$ cat src/hw/rtl/obm_pkg.sv
// Shared constants and types of the order book level matcher.
package obm_pkg;

   localparam int MaxLevels = 64;
   localparam int IdxW      = 6;
   localparam int GroupW    = 8;
   localparam int GroupN    = MaxLevels / GroupW;
   localparam int SelW      = 3;
   localparam int VolW      = 24;
   localparam int LiqW      = 25;

   localparam logic [VolW-1:0] VolMax = {VolW{1'b1}};

   localparam logic FuncLimit  = 1'b0;
   localparam logic FuncMarket = 1'b1;
   localparam logic SideBid    = 1'b1;
   localparam logic SideAsk    = 1'b0;

   localparam int ReqTickLsb = 0;
   localparam int ReqVolLsb  = ReqTickLsb + IdxW;
   localparam int ReqDataW   = 32;

   localparam int RspTickLsb = 0;
   localparam int RspVolLsb  = RspTickLsb + IdxW;
   localparam int RspRemLsb  = RspVolLsb + VolW;
   localparam int RspLiqLsb  = RspRemLsb + VolW;
   localparam int RspDataW   = 80;

   typedef struct packed {
      logic            found;
      logic [IdxW-1:0] idx;
   } enc_result_type;

endpackage

$ cat src/hw/rtl/obm_prio_enc.sv
// Lowest-set-bit encoder over the padded level occupancy vector, two levels of eight.
module obm_prio_enc (
   input  logic [obm_pkg::MaxLevels-1:0] vec,
   output obm_pkg::enc_result_type       result
);

   logic [obm_pkg::GroupN-1:0] grp_any;
   logic [obm_pkg::SelW-1:0]   grp_sel;
   logic [obm_pkg::GroupW-1:0] grp_bits;
   logic [obm_pkg::SelW-1:0]   bit_sel;

   always_comb begin
      for (int g = 0; g < obm_pkg::GroupN; g++) begin
         grp_any[g] = |vec[g*obm_pkg::GroupW +: obm_pkg::GroupW];
      end
      grp_sel = '0;
      for (int g = obm_pkg::GroupN - 1; g >= 0; g--) begin
         if (grp_any[g]) begin
            grp_sel = obm_pkg::SelW'(g);
         end
      end
      grp_bits = vec[{grp_sel, 3'b000} +: obm_pkg::GroupW];
      bit_sel = '0;
      for (int b = obm_pkg::GroupW - 1; b >= 0; b--) begin
         if (grp_bits[b]) begin
            bit_sel = obm_pkg::SelW'(b);
         end
      end
      result.found = |grp_any;
      result.idx   = {grp_sel, bit_sel};
   end

endmodule

$ cat src/hw/rtl/order_book_level_matcher_top.sv
// Top level of the aggregated price-level order book with market order matching.
//
// Usage: the req channel takes one beat per order. tuser carries the function
// (limit add or market) and the side; tdata carries the price tick and the volume.
// The rsp channel gives one beat per level filled by a market order, or one beat
// for a limit add or a market order that fills nothing. The final beat of an
// order has tlast set and carries the remaining volume and the top-of-book
// liquidity (best bid volume plus best ask volume).
// Sequence: a limit add reads its level and writes the saturated sum back; a
// market order finds, subtracts and writes back each level it fills. Both end by
// reading the best bid and best ask and adding them. The sequencer uses the single
// shared adder, the level search encoder and each side's one level memory read port in turn.
// The block takes one order at a time; req_tready is high only while it is idle,
// and a new order can be taken while the last result beat still waits.
// Reset: all levels read as empty at once, since per-level occupancy flags are
// cleared; no clearing pass runs. A stalled rsp side holds its beat and the
// sequencer waits before loading the next one.
module order_book_level_matcher_top #(
   parameter int NUM_LEVELS = 64
) (
   input  logic                          clock,
   input  logic                          reset,
   input  logic                          req_tvalid,
   output logic                          req_tready,
   // Fields from bit 0: price_tick[5:0], order_volume[29:6], zero pad.
   input  logic [obm_pkg::ReqDataW-1:0]  req_tdata,
   // Fields from bit 0: func, side.
   input  logic [1:0]                    req_tuser,
   output logic                          rsp_tvalid,
   input  logic                          rsp_tready,
   // Fields from bit 0: exec_price_tick[5:0], exec_volume[29:6],
   // remaining_volume[53:30], liquidity[78:54], zero pad.
   output logic [obm_pkg::RspDataW-1:0]  rsp_tdata,
   // Fields from bit 0: executed.
   output logic [0:0]                    rsp_tuser,
   output logic                          rsp_tlast
);

   localparam int LvlW = $clog2(NUM_LEVELS);

   localparam logic [3:0] StIdle  = 4'd0;
   localparam logic [3:0] StLWr   = 4'd1;
   localparam logic [3:0] StMFind = 4'd2;
   localparam logic [3:0] StMSub1 = 4'd3;
   localparam logic [3:0] StMSub2 = 4'd4;
   localparam logic [3:0] StMWr   = 4'd5;
   localparam logic [3:0] StQBid  = 4'd6;
   localparam logic [3:0] StQAsk  = 4'd7;
   localparam logic [3:0] StQSum  = 4'd8;

   logic [3:0]                   state_ff, state_in;
   logic                         func_ff, func_in;
   logic                         side_ff, side_in;
   logic [obm_pkg::IdxW-1:0]     tick_ff, tick_in;
   logic                         lim_ok_ff, lim_ok_in;
   logic [obm_pkg::VolW-1:0]     vol_ff, vol_in;
   logic [obm_pkg::IdxW-1:0]     lvl_ff, lvl_in;
   logic [obm_pkg::VolW-1:0]     take_ff, take_in;
   logic [obm_pkg::VolW-1:0]     newlvl_ff, newlvl_in;
   logic                         pend_ff, pend_in;
   logic                         have_bid_ff, have_bid_in;
   logic                         have_ask_ff, have_ask_in;

   logic [obm_pkg::VolW-1:0]     bid_level_ff [NUM_LEVELS];
   logic [obm_pkg::VolW-1:0]     ask_level_ff [NUM_LEVELS];
   logic [NUM_LEVELS-1:0]        bid_occ_ff;
   logic [NUM_LEVELS-1:0]        ask_occ_ff;
   logic [obm_pkg::VolW-1:0]     bid_rd_ff;
   logic [obm_pkg::VolW-1:0]     ask_rd_ff;

   logic                         bid_rd_en, ask_rd_en;
   logic [LvlW-1:0]              bid_rd_addr, ask_rd_addr;
   logic                         bid_wr_en, ask_wr_en;
   logic [LvlW-1:0]              wr_addr;
   logic [obm_pkg::VolW-1:0]     wr_data;

   logic                         rsp_valid_ff;
   logic [obm_pkg::RspDataW-1:0] rsp_data_ff;
   logic                         rsp_exec_ff;
   logic                         rsp_last_ff;
   logic                         out_load;
   logic                         out_free;
   logic                         out_exec;
   logic [obm_pkg::IdxW-1:0]     out_tick;
   logic [obm_pkg::VolW-1:0]     out_vol;
   logic [obm_pkg::VolW-1:0]     out_rem;
   logic [obm_pkg::LiqW-1:0]     out_liq;
   logic                         out_last;

   logic [obm_pkg::VolW-1:0]     alu_a, alu_b;
   logic                         alu_sub;
   logic [obm_pkg::LiqW-1:0]     alu_res;

   logic [obm_pkg::MaxLevels-1:0] bid_pad, ask_pad, bid_rev, enc_vec;
   logic                          enc_hi;
   obm_pkg::enc_result_type       enc;
   logic [obm_pkg::IdxW-1:0]      best_idx;

   logic                         req_accept;
   logic                         go;
   logic [obm_pkg::VolW-1:0]     avail;
   logic [obm_pkg::IdxW-1:0]     req_tick;
   logic [obm_pkg::VolW-1:0]     req_vol;

   assign req_tick   = req_tdata[obm_pkg::ReqTickLsb +: obm_pkg::IdxW];
   assign req_vol    = req_tdata[obm_pkg::ReqVolLsb +: obm_pkg::VolW];
   assign req_tready = (state_ff == StIdle);
   assign req_accept = req_tvalid && req_tready;
   assign out_free   = !rsp_valid_ff || rsp_tready;
   assign avail      = (side_ff == obm_pkg::SideBid) ? ask_rd_ff : bid_rd_ff;

   // Shared adder: a + b, or a - b with the borrow in the top bit.
   assign alu_res = {1'b0, alu_a} + ({1'b0, alu_b} ^ {obm_pkg::LiqW{alu_sub}})
                    + obm_pkg::LiqW'(alu_sub);

   always_comb begin
      bid_pad = obm_pkg::MaxLevels'(bid_occ_ff);
      ask_pad = obm_pkg::MaxLevels'(ask_occ_ff);
      for (int i = 0; i < obm_pkg::MaxLevels; i++) begin
         bid_rev[i] = bid_pad[obm_pkg::MaxLevels-1-i];
      end
      enc_hi   = ((state_ff == StMFind) && (side_ff == obm_pkg::SideAsk))
                 || (state_ff == StQBid);
      enc_vec  = enc_hi ? bid_rev : ask_pad;
      best_idx = enc_hi ? ~enc.idx : enc.idx;
   end

   obm_prio_enc u_enc (
      .vec    (enc_vec),
      .result (enc)
   );

   always_comb begin
      state_in    = state_ff;
      func_in     = func_ff;
      side_in     = side_ff;
      tick_in     = tick_ff;
      lim_ok_in   = lim_ok_ff;
      vol_in      = vol_ff;
      lvl_in      = lvl_ff;
      take_in     = take_ff;
      newlvl_in   = newlvl_ff;
      pend_in     = pend_ff;
      have_bid_in = have_bid_ff;
      have_ask_in = have_ask_ff;
      bid_rd_en   = 1'b0;
      ask_rd_en   = 1'b0;
      bid_rd_addr = '0;
      ask_rd_addr = '0;
      bid_wr_en   = 1'b0;
      ask_wr_en   = 1'b0;
      wr_addr     = '0;
      wr_data     = '0;
      alu_a       = '0;
      alu_b       = '0;
      alu_sub     = 1'b0;
      out_load    = 1'b0;
      out_exec    = 1'b0;
      out_tick    = '0;
      out_vol     = '0;
      out_rem     = '0;
      out_liq     = '0;
      out_last    = 1'b0;
      go          = enc.found && (vol_ff != '0);
      unique case (state_ff)
         StIdle: begin
            if (req_accept) begin
               func_in   = req_tuser[0];
               side_in   = req_tuser[1];
               tick_in   = req_tick;
               vol_in    = req_vol;
               lim_ok_in = ({1'b0, req_tick} < (obm_pkg::IdxW + 1)'(NUM_LEVELS));
               pend_in   = 1'b0;
               if (req_tuser[0] == obm_pkg::FuncLimit) begin
                  if (req_tuser[1] == obm_pkg::SideBid) begin
                     bid_rd_en   = 1'b1;
                     bid_rd_addr = req_tick[LvlW-1:0];
                  end else begin
                     ask_rd_en   = 1'b1;
                     ask_rd_addr = req_tick[LvlW-1:0];
                  end
                  state_in = StLWr;
               end else begin
                  state_in = StMFind;
               end
            end
         end
         StLWr: begin
            alu_a   = (side_ff == obm_pkg::SideBid) ? bid_rd_ff : ask_rd_ff;
            alu_b   = vol_ff;
            wr_addr = tick_ff[LvlW-1:0];
            wr_data = alu_res[obm_pkg::VolW] ? obm_pkg::VolMax : alu_res[obm_pkg::VolW-1:0];
            if (lim_ok_ff) begin
               bid_wr_en = (side_ff == obm_pkg::SideBid);
               ask_wr_en = (side_ff == obm_pkg::SideAsk);
            end
            state_in = StQBid;
         end
         StMFind: begin
            if (go) begin
               if (!pend_ff || out_free) begin
                  if (pend_ff) begin
                     out_load = 1'b1;
                     out_exec = 1'b1;
                     out_tick = lvl_ff;
                     out_vol  = take_ff;
                     out_rem  = vol_ff;
                     pend_in  = 1'b0;
                  end
                  if (side_ff == obm_pkg::SideBid) begin
                     ask_rd_en   = 1'b1;
                     ask_rd_addr = best_idx[LvlW-1:0];
                  end else begin
                     bid_rd_en   = 1'b1;
                     bid_rd_addr = best_idx[LvlW-1:0];
                  end
                  lvl_in   = best_idx;
                  state_in = StMSub1;
               end
            end else begin
               state_in = StQBid;
            end
         end
         StMSub1: begin
            alu_a   = vol_ff;
            alu_b   = avail;
            alu_sub = 1'b1;
            if (!alu_res[obm_pkg::VolW]) begin
               take_in   = avail;
               newlvl_in = '0;
               vol_in    = alu_res[obm_pkg::VolW-1:0];
               state_in  = StMWr;
            end else begin
               take_in  = vol_ff;
               state_in = StMSub2;
            end
         end
         StMSub2: begin
            alu_a     = avail;
            alu_b     = vol_ff;
            alu_sub   = 1'b1;
            newlvl_in = alu_res[obm_pkg::VolW-1:0];
            vol_in    = '0;
            state_in  = StMWr;
         end
         StMWr: begin
            wr_addr   = lvl_ff[LvlW-1:0];
            wr_data   = newlvl_ff;
            bid_wr_en = (side_ff == obm_pkg::SideAsk);
            ask_wr_en = (side_ff == obm_pkg::SideBid);
            pend_in   = 1'b1;
            state_in  = StMFind;
         end
         StQBid: begin
            have_bid_in = enc.found;
            bid_rd_en   = 1'b1;
            bid_rd_addr = best_idx[LvlW-1:0];
            state_in    = StQAsk;
         end
         StQAsk: begin
            have_ask_in = enc.found;
            ask_rd_en   = 1'b1;
            ask_rd_addr = best_idx[LvlW-1:0];
            state_in    = StQSum;
         end
         StQSum: begin
            alu_a = bid_rd_ff;
            alu_b = ask_rd_ff;
            if (out_free) begin
               out_load = 1'b1;
               out_exec = pend_ff;
               out_tick = pend_ff ? lvl_ff : '0;
               out_vol  = pend_ff ? take_ff : '0;
               out_rem  = (func_ff == obm_pkg::FuncMarket) ? vol_ff : '0;
               out_liq  = (have_bid_ff && have_ask_ff) ? alu_res : '0;
               out_last = 1'b1;
               pend_in  = 1'b0;
               state_in = StIdle;
            end
         end
         default: begin
            state_in = StIdle;
         end
      endcase
   end

   always_ff @(posedge clock) begin
      if (reset) begin
         state_ff <= StIdle;
         pend_ff  <= 1'b0;
      end else begin
         state_ff <= state_in;
         pend_ff  <= pend_in;
      end
      func_ff     <= func_in;
      side_ff     <= side_in;
      tick_ff     <= tick_in;
      lim_ok_ff   <= lim_ok_in;
      vol_ff      <= vol_in;
      lvl_ff      <= lvl_in;
      take_ff     <= take_in;
      newlvl_ff   <= newlvl_in;
      have_bid_ff <= have_bid_in;
      have_ask_ff <= have_ask_in;
   end

   // An empty level reads as zero, so an entry never written is never seen.
   always_ff @(posedge clock) begin
      if (bid_wr_en) begin
         bid_level_ff[wr_addr] <= wr_data;
      end
      if (bid_rd_en) begin
         bid_rd_ff <= bid_occ_ff[bid_rd_addr] ? bid_level_ff[bid_rd_addr] : '0;
      end
   end

   always_ff @(posedge clock) begin
      if (ask_wr_en) begin
         ask_level_ff[wr_addr] <= wr_data;
      end
      if (ask_rd_en) begin
         ask_rd_ff <= ask_occ_ff[ask_rd_addr] ? ask_level_ff[ask_rd_addr] : '0;
      end
   end

   always_ff @(posedge clock) begin
      if (reset) begin
         bid_occ_ff <= '0;
         ask_occ_ff <= '0;
      end else begin
         if (bid_wr_en) begin
            bid_occ_ff[wr_addr] <= (wr_data != '0);
         end
         if (ask_wr_en) begin
            ask_occ_ff[wr_addr] <= (wr_data != '0);
         end
      end
   end

   always_ff @(posedge clock) begin
      if (reset) begin
         rsp_valid_ff <= 1'b0;
      end else if (out_load) begin
         rsp_valid_ff <= 1'b1;
      end else if (rsp_tready) begin
         rsp_valid_ff <= 1'b0;
      end
      if (out_load) begin
         rsp_data_ff <= obm_pkg::RspDataW'({out_liq, out_rem, out_vol, out_tick});
         rsp_exec_ff <= out_exec;
         rsp_last_ff <= out_last;
      end
   end

   assign rsp_tvalid = rsp_valid_ff;
   assign rsp_tdata  = rsp_data_ff;
   assign rsp_tuser  = rsp_exec_ff;
   assign rsp_tlast  = rsp_last_ff;

endmodule

$ cat config.mk
export PLATFORM = sky130hd
export DESIGN_NAME = order_book_level_matcher_top
export DESIGN_NICKNAME = d
export VERILOG_FILES = /design/src/hw/rtl/obm_pkg.sv /design/src/hw/rtl/obm_prio_enc.sv /design/src/hw/rtl/order_book_level_matcher_top.sv
export SDC_FILE = /design/constraint.sdc
export NUM_CORES = 2
export LEC_CHECK = 0
export BUFFER_PORTS_ARGS = -buffer_cell sky130_fd_sc_hd__buf_4
export CAP_MARGIN = 20
export CORE_MARGIN = 4
export CORE_UTILIZATION = 55
export CTS_CLUSTER_SIZE = 40
export DETAILED_ROUTE_END_ITERATION = 16
export HOLD_SLACK_MARGIN = 0.1
export PLACE_DENSITY = 0.71
export SETUP_SLACK_MARGIN = 0.4
export SLEW_MARGIN = 20
export SYNTH_ARGS = -nofsm -noshare
export SYNTH_HDL_FRONTEND = slang
export SYNTH_SLANG_ARGS = --single-unit
$ cat constraint.sdc
create_clock -name clock -period 25.1 [get_ports clock]
set_clock_uncertainty 0.15 [all_clocks]
set_input_delay 5.02 -clock clock [delete_from_list [all_inputs] [get_ports clock]]
set_output_delay 5.02 -clock clock [all_outputs]
set_load 0.1 [all_outputs]
==> impl_metrics.prom <==
# TYPE chip_impl_metric gauge
chip_impl_info{name="worstReg2RegStart",value="side_ff"} 1
chip_impl_metric{name="tns",unit="ns"} 0
chip_impl_metric{name="grt_start_max_net_pins",unit=""} 187
chip_impl_metric{name="powerDensity",unit="nW/um^2"} 116
chip_impl_metric{name="die_w",unit="um"} 514
chip_impl_info{name="cts_tree",value="built"} 1
chip_impl_metric{name="cts_post_setup_buffers_inserted",unit=""} 0
chip_impl_info{name="netlist.top_cell.by_area",value="sky130_fd_sc_hd__edfxtp_1"} 1
chip_impl_metric{name="hold_viol",unit=""} 0
chip_impl_metric{name="setup_ws",unit="ns"} 13.52
chip_impl_metric{name="synth-async-reset-ratio",unit="%"} 0
chip_impl_metric{name="global_route_wire_length_before_repair",unit="um"} 611000
chip_impl_info{name="postSynth.topFlopCell",value="sky130_fd_sc_hd__edfxtp_1"} 1
chip_impl_metric{name="yosys_warnings",unit=""} 0
chip_impl_metric{name="drt_first_pass_iters",unit=""} 9
chip_impl_metric{name="proportion_of_netlist_area_held_by_the_largest_area_contributor",unit="%"} 70.3
chip_impl_metric{name="place_ws",unit="ns"} 13.08
chip_impl_metric{name="post_synthesis_net_count",unit=""} 11000
chip_impl_metric{name="finalCritPeriodShare",unit="%"} 46.1
chip_impl_info{name="cp_top_family",value="buffers and inverters"} 1
chip_impl_metric{name="clkTransAtPathRegs",unit="ns"} 0.06
chip_impl_metric{name="cts_bufs_inserted",unit=""} 352
chip_impl_metric{name="synth.lib_cells_used.distinct",unit=""} 110
chip_impl_info{name="yosysMostFrequentCell",value="sky130_fd_sc_hd__edfxtp_1"} 1
chip_impl_info{name="hold_path.class",value="flip-flop to flip-flop"} 1
chip_impl_metric{name="clock_tree.buffer_depth",unit=""} 4
chip_impl_info{name="timing.critical_path.slowest_stage_cell",value="sky130_fd_sc_hd__nor4_2"} 1
chip_impl_metric{name="routabilityCongestion",unit=""} 0.941
chip_impl_metric{name="grt-ovfl-total",unit=""} 0
chip_impl_metric{name="arrival",unit="ns"} 12.16
chip_impl_info{name="cp_startpoint_kind",value="flip-flop"} 1
chip_impl_metric{name="avgViaCountPerCell",unit=""} 6.52
chip_impl_metric{name="max_stage_delay",unit="ns"} 1.05
chip_impl_info{name="min_from",value="take_ff[20]"} 1
chip_impl_metric{name="cellLeakagePower",unit="uW"} 0.0537
chip_impl_info{name="clk_root_buffer_cell",value="sky130_fd_sc_hd__clkbuf_16"} 1
chip_impl_info{name="ys_top_cells_by_count",value="sky130_fd_sc_hd__edfxtp_1, sky130_fd_sc_hd__nand2_1, sky130_fd_sc_hd__nand3_1"} 1
chip_impl_metric{name="whs_path_depth",unit=""} 1
chip_impl_metric{name="ir_drop",unit="mV"} 0.126
chip_impl_metric{name="max-slew-margin-rel",unit="%"} 10.2
chip_impl_metric{name="worstMarginPinSlew",unit="ns"} 1.35
chip_impl_metric{name="timing.critical_path.required",unit="ns"} 25.67
chip_impl_metric{name="numnets_final",unit=""} 11100
chip_impl_metric{name="final_antenna_net_count",unit=""} 0
chip_impl_metric{name="synth.avg_cell_area",unit="sq um"} 12.8
chip_impl_info{name="worst_min_delay_path_endpoint",value="rsp_tdata[26]"} 1
chip_impl_metric{name="first_global_vias",unit=""} 90700
chip_impl_metric{name="routed_wire_length",unit="um"} 423000
chip_impl_metric{name="grt.met2_usage",unit="%"} 47.5
chip_impl_metric{name="areaGrowthSynthToFinish",unit="%"} 11.2
chip_impl_info{name="worstReg2RegEnd",value="ask_rd_ff[14]"} 1
chip_impl_metric{name="synthesis.instances",unit=""} 11000
chip_impl_metric{name="synth.yosys.seq_area_share",unit="%"} 72.2
chip_impl_metric{name="row_count",unit=""} 185
chip_impl_info{name="crit_type",value="flip-flop to flip-flop"} 1
chip_impl_metric{name="core_area",unit="sq um"} 254000
chip_impl_metric{name="starting_drt_drc_count",unit=""} 14600
chip_impl_info{name="rsz_0062_raised_after_global_routing",value="false"} 1
chip_impl_metric{name="max_cap_viols",unit=""} 0
chip_impl_metric{name="met1_usage",unit="%"} 42.4
chip_impl_metric{name="r2r_slack",unit="ns"} 13.52
chip_impl_info{name="status",value="completed"} 1
chip_impl_metric{name="wire_per_inst",unit="um"} 28.9
chip_impl_metric{name="io_buffers",unit=""} 118
chip_impl_metric{name="reg2reg_depth",unit=""} 20
chip_impl_info{name="grt-busiest-layer",value="met2"} 1
chip_impl_metric{name="final_layout_size_suffix_gt1_share",unit="%"} 10.4
chip_impl_metric{name="fillers",unit=""} 18600
chip_impl_metric{name="clock_latency",unit="ns"} 0.99
chip_impl_metric{name="syn_area",unit="sq um"} 141000
chip_impl_metric{name="h-tree-depth",unit=""} 5
chip_impl_metric{name="holdBufCountCts",unit=""} 0
chip_impl_metric{name="antenna_found_initial",unit=""} 37
chip_impl_metric{name="synth.ff_latch_count",unit=""} 3423
chip_impl_metric{name="detailedPlacementHpwl",unit="um"} 236000
chip_impl_metric{name="die_area",unit="sq um"} 264000
chip_impl_metric{name="grt_util_met3",unit="%"} 7.29
chip_impl_metric{name="cp.buffers_inverters",unit=""} 6
chip_impl_metric{name="number_of_enable_flip_flop_cells_after_synthesis",unit=""} 3289
chip_impl_metric{name="die_height",unit="um"} 514
chip_impl_info{name="post_synth_main_area_contributors",value="sky130_fd_sc_hd__edfxtp_1, sky130_fd_sc_hd__nand2_1, sky130_fd_sc_hd__nand3_1"} 1
chip_impl_metric{name="initial_utilization",unit="%"} 55.3
chip_impl_metric{name="timing.hold.ws",unit="ns"} 0.365
chip_impl_metric{name="cts_repair_resize_count",unit=""} 0
chip_impl_metric{name="detail_route.drc_violations",unit=""} 0
chip_impl_metric{name="maxClockFrequency",unit="MHz"} 86.3
chip_impl_metric{name="finalMaxSlewViolations",unit=""} 0
chip_impl_metric{name="crit_fanout",unit=""} 114
chip_impl_metric{name="clock_sink_count",unit=""} 3423
chip_impl_info{name="endpoint_kind",value="flip-flop"} 1
chip_impl_metric{name="final_setup_violation_count",unit=""} 0
chip_impl_metric{name="dr_total_vias",unit=""} 95500
chip_impl_info{name="crit_path_cell_trace",value="buf_4 -> nand2b_1 -> a211oi_1 -> or2_2 -> o21a_1 -> nor2_4 -> a2111oi_0 -> nor4b_1 -> o21a_2 -> or4_4 -> o31ai_4 -> buf_4 -> buf_12 -> buf_4 -> buf_4 -> buf_4 -> and3_1 -> a311oi_1 -> nor4_2 -> and4_1"} 1
chip_impl_metric{name="min_period",unit="ns"} 11.58
chip_impl_info{name="critPathMostFrequentCell",value="sky130_fd_sc_hd__buf_4"} 1
chip_impl_metric{name="top_level_ports",unit=""} 122
chip_impl_metric{name="gr-usage-all-layers",unit="%"} 31.4
area by class of cell:
cell class / instances / area [sq um] / area share (%)
Inverter: 23 / 86.3 / 0.0552
Sequential cell: 3423 / 101000 / 64.9
Antenna cell: 17 / 42.5 / 0.0272
Multi-Input combinational cell: 6784 / 36400 / 23.3
Timing Repair Buffer: 414 / 3290 / 2.10
Clock buffer: 440 / 9380 / 6.00
Clock inverter: 173 / 1540 / 0.983
Tap cell: 3366 / 4210 / 2.69
sequential cells by signal, summed over array words and instances, names as in the netlist, 4 cells and up:
name / flops
ask_level_ff: 1536
bid_level_ff: 1536
rsp_tdata: 79
ask_occ_ff: 64
bid_occ_ff: 64
ask_rd_ff: 24
bid_rd_ff: 24
newlvl_ff: 24
take_ff: 24
vol_ff: 24
lvl_ff: 6
tick_ff: 6
state_ff: 4
worst max-delay path by stage:
stage / start / to / slack [ns] / cells past startpoint
5_1_grt: state_ff[1] / ask_rd_ff[13] / 13.48 / 19
6_report: side_ff / ask_rd_ff[14] / 13.52 / 20
4_1_cts: state_ff[1] / ask_rd_ff[13] / 13.96 / 19
2_1_floorplan: state_ff[0] / ask_level_ff[0][0] / 13.63 / 23
3_3_place_gp: rsp_tready / ask_rd_ff[15] / 13.09 / 15
3_5_place_dp: rsp_tready / ask_rd_ff[13] / 13.08 / 16
placed cells by master, fill, tap and decap left out, types with 130 or more instances in the layout:
cell                        instances
sky130_fd_sc_hd__a211oi_1         166
sky130_fd_sc_hd__a21oi_1          193
sky130_fd_sc_hd__a311oi_1         284
sky130_fd_sc_hd__and3_1           248
sky130_fd_sc_hd__buf_4            400
sky130_fd_sc_hd__clkbuf_16        361
sky130_fd_sc_hd__dfxtp_1          134
sky130_fd_sc_hd__edfxtp_1        3289
sky130_fd_sc_hd__nand2_1         3012
sky130_fd_sc_hd__nand3_1         1256
sky130_fd_sc_hd__nor2_1           239
sky130_fd_sc_hd__nor2_2           130
sky130_fd_sc_hd__o21ai_0          161
through the flow:
stage	total power, uW	utilization, %	std cells	area, sq um
floorplan	10900	-	11000	141000
global placement	12900	57.2	14000	145000
detailed placement	13000	57.2	14000	145000
CTS	18000	61.5	14600	156000
global route	18700	61.5	14600	156000
finish	18100	61.5	14600	156000
power breakdown:
part	internal [uW]	switching, uW	total (uW)	leakage [uW]
clock network	2900	2110	5020	0.00533
logic	1460	4460	5920	0.0169
registers	7050	129	7180	0.0314
total	11400	6700	18100	0.0537
metal layers:
metal | share of wire [%] | vias to the layer above
met5 | 0.029 | -
met4 | 6.4 | 20
met3 | 12 | 1138
met2 | 45 | 6425
met1 | 36 | 47100
li1 | - | 40800
kinds of logic after synthesis:
family | synth area share [%]
AND/OR/NAND/NOR | 16.2
buffers and inverters | 2.52
AO/OA/AOI/OAI | 6.78
adder cells (fa/ha/maj) | 0.219
other | 0.00267
multiplexers | 1.79
flip-flops | 72.2
XOR/XNOR | 0.355
No activity file was read; power rests on OpenSTA's default activity.
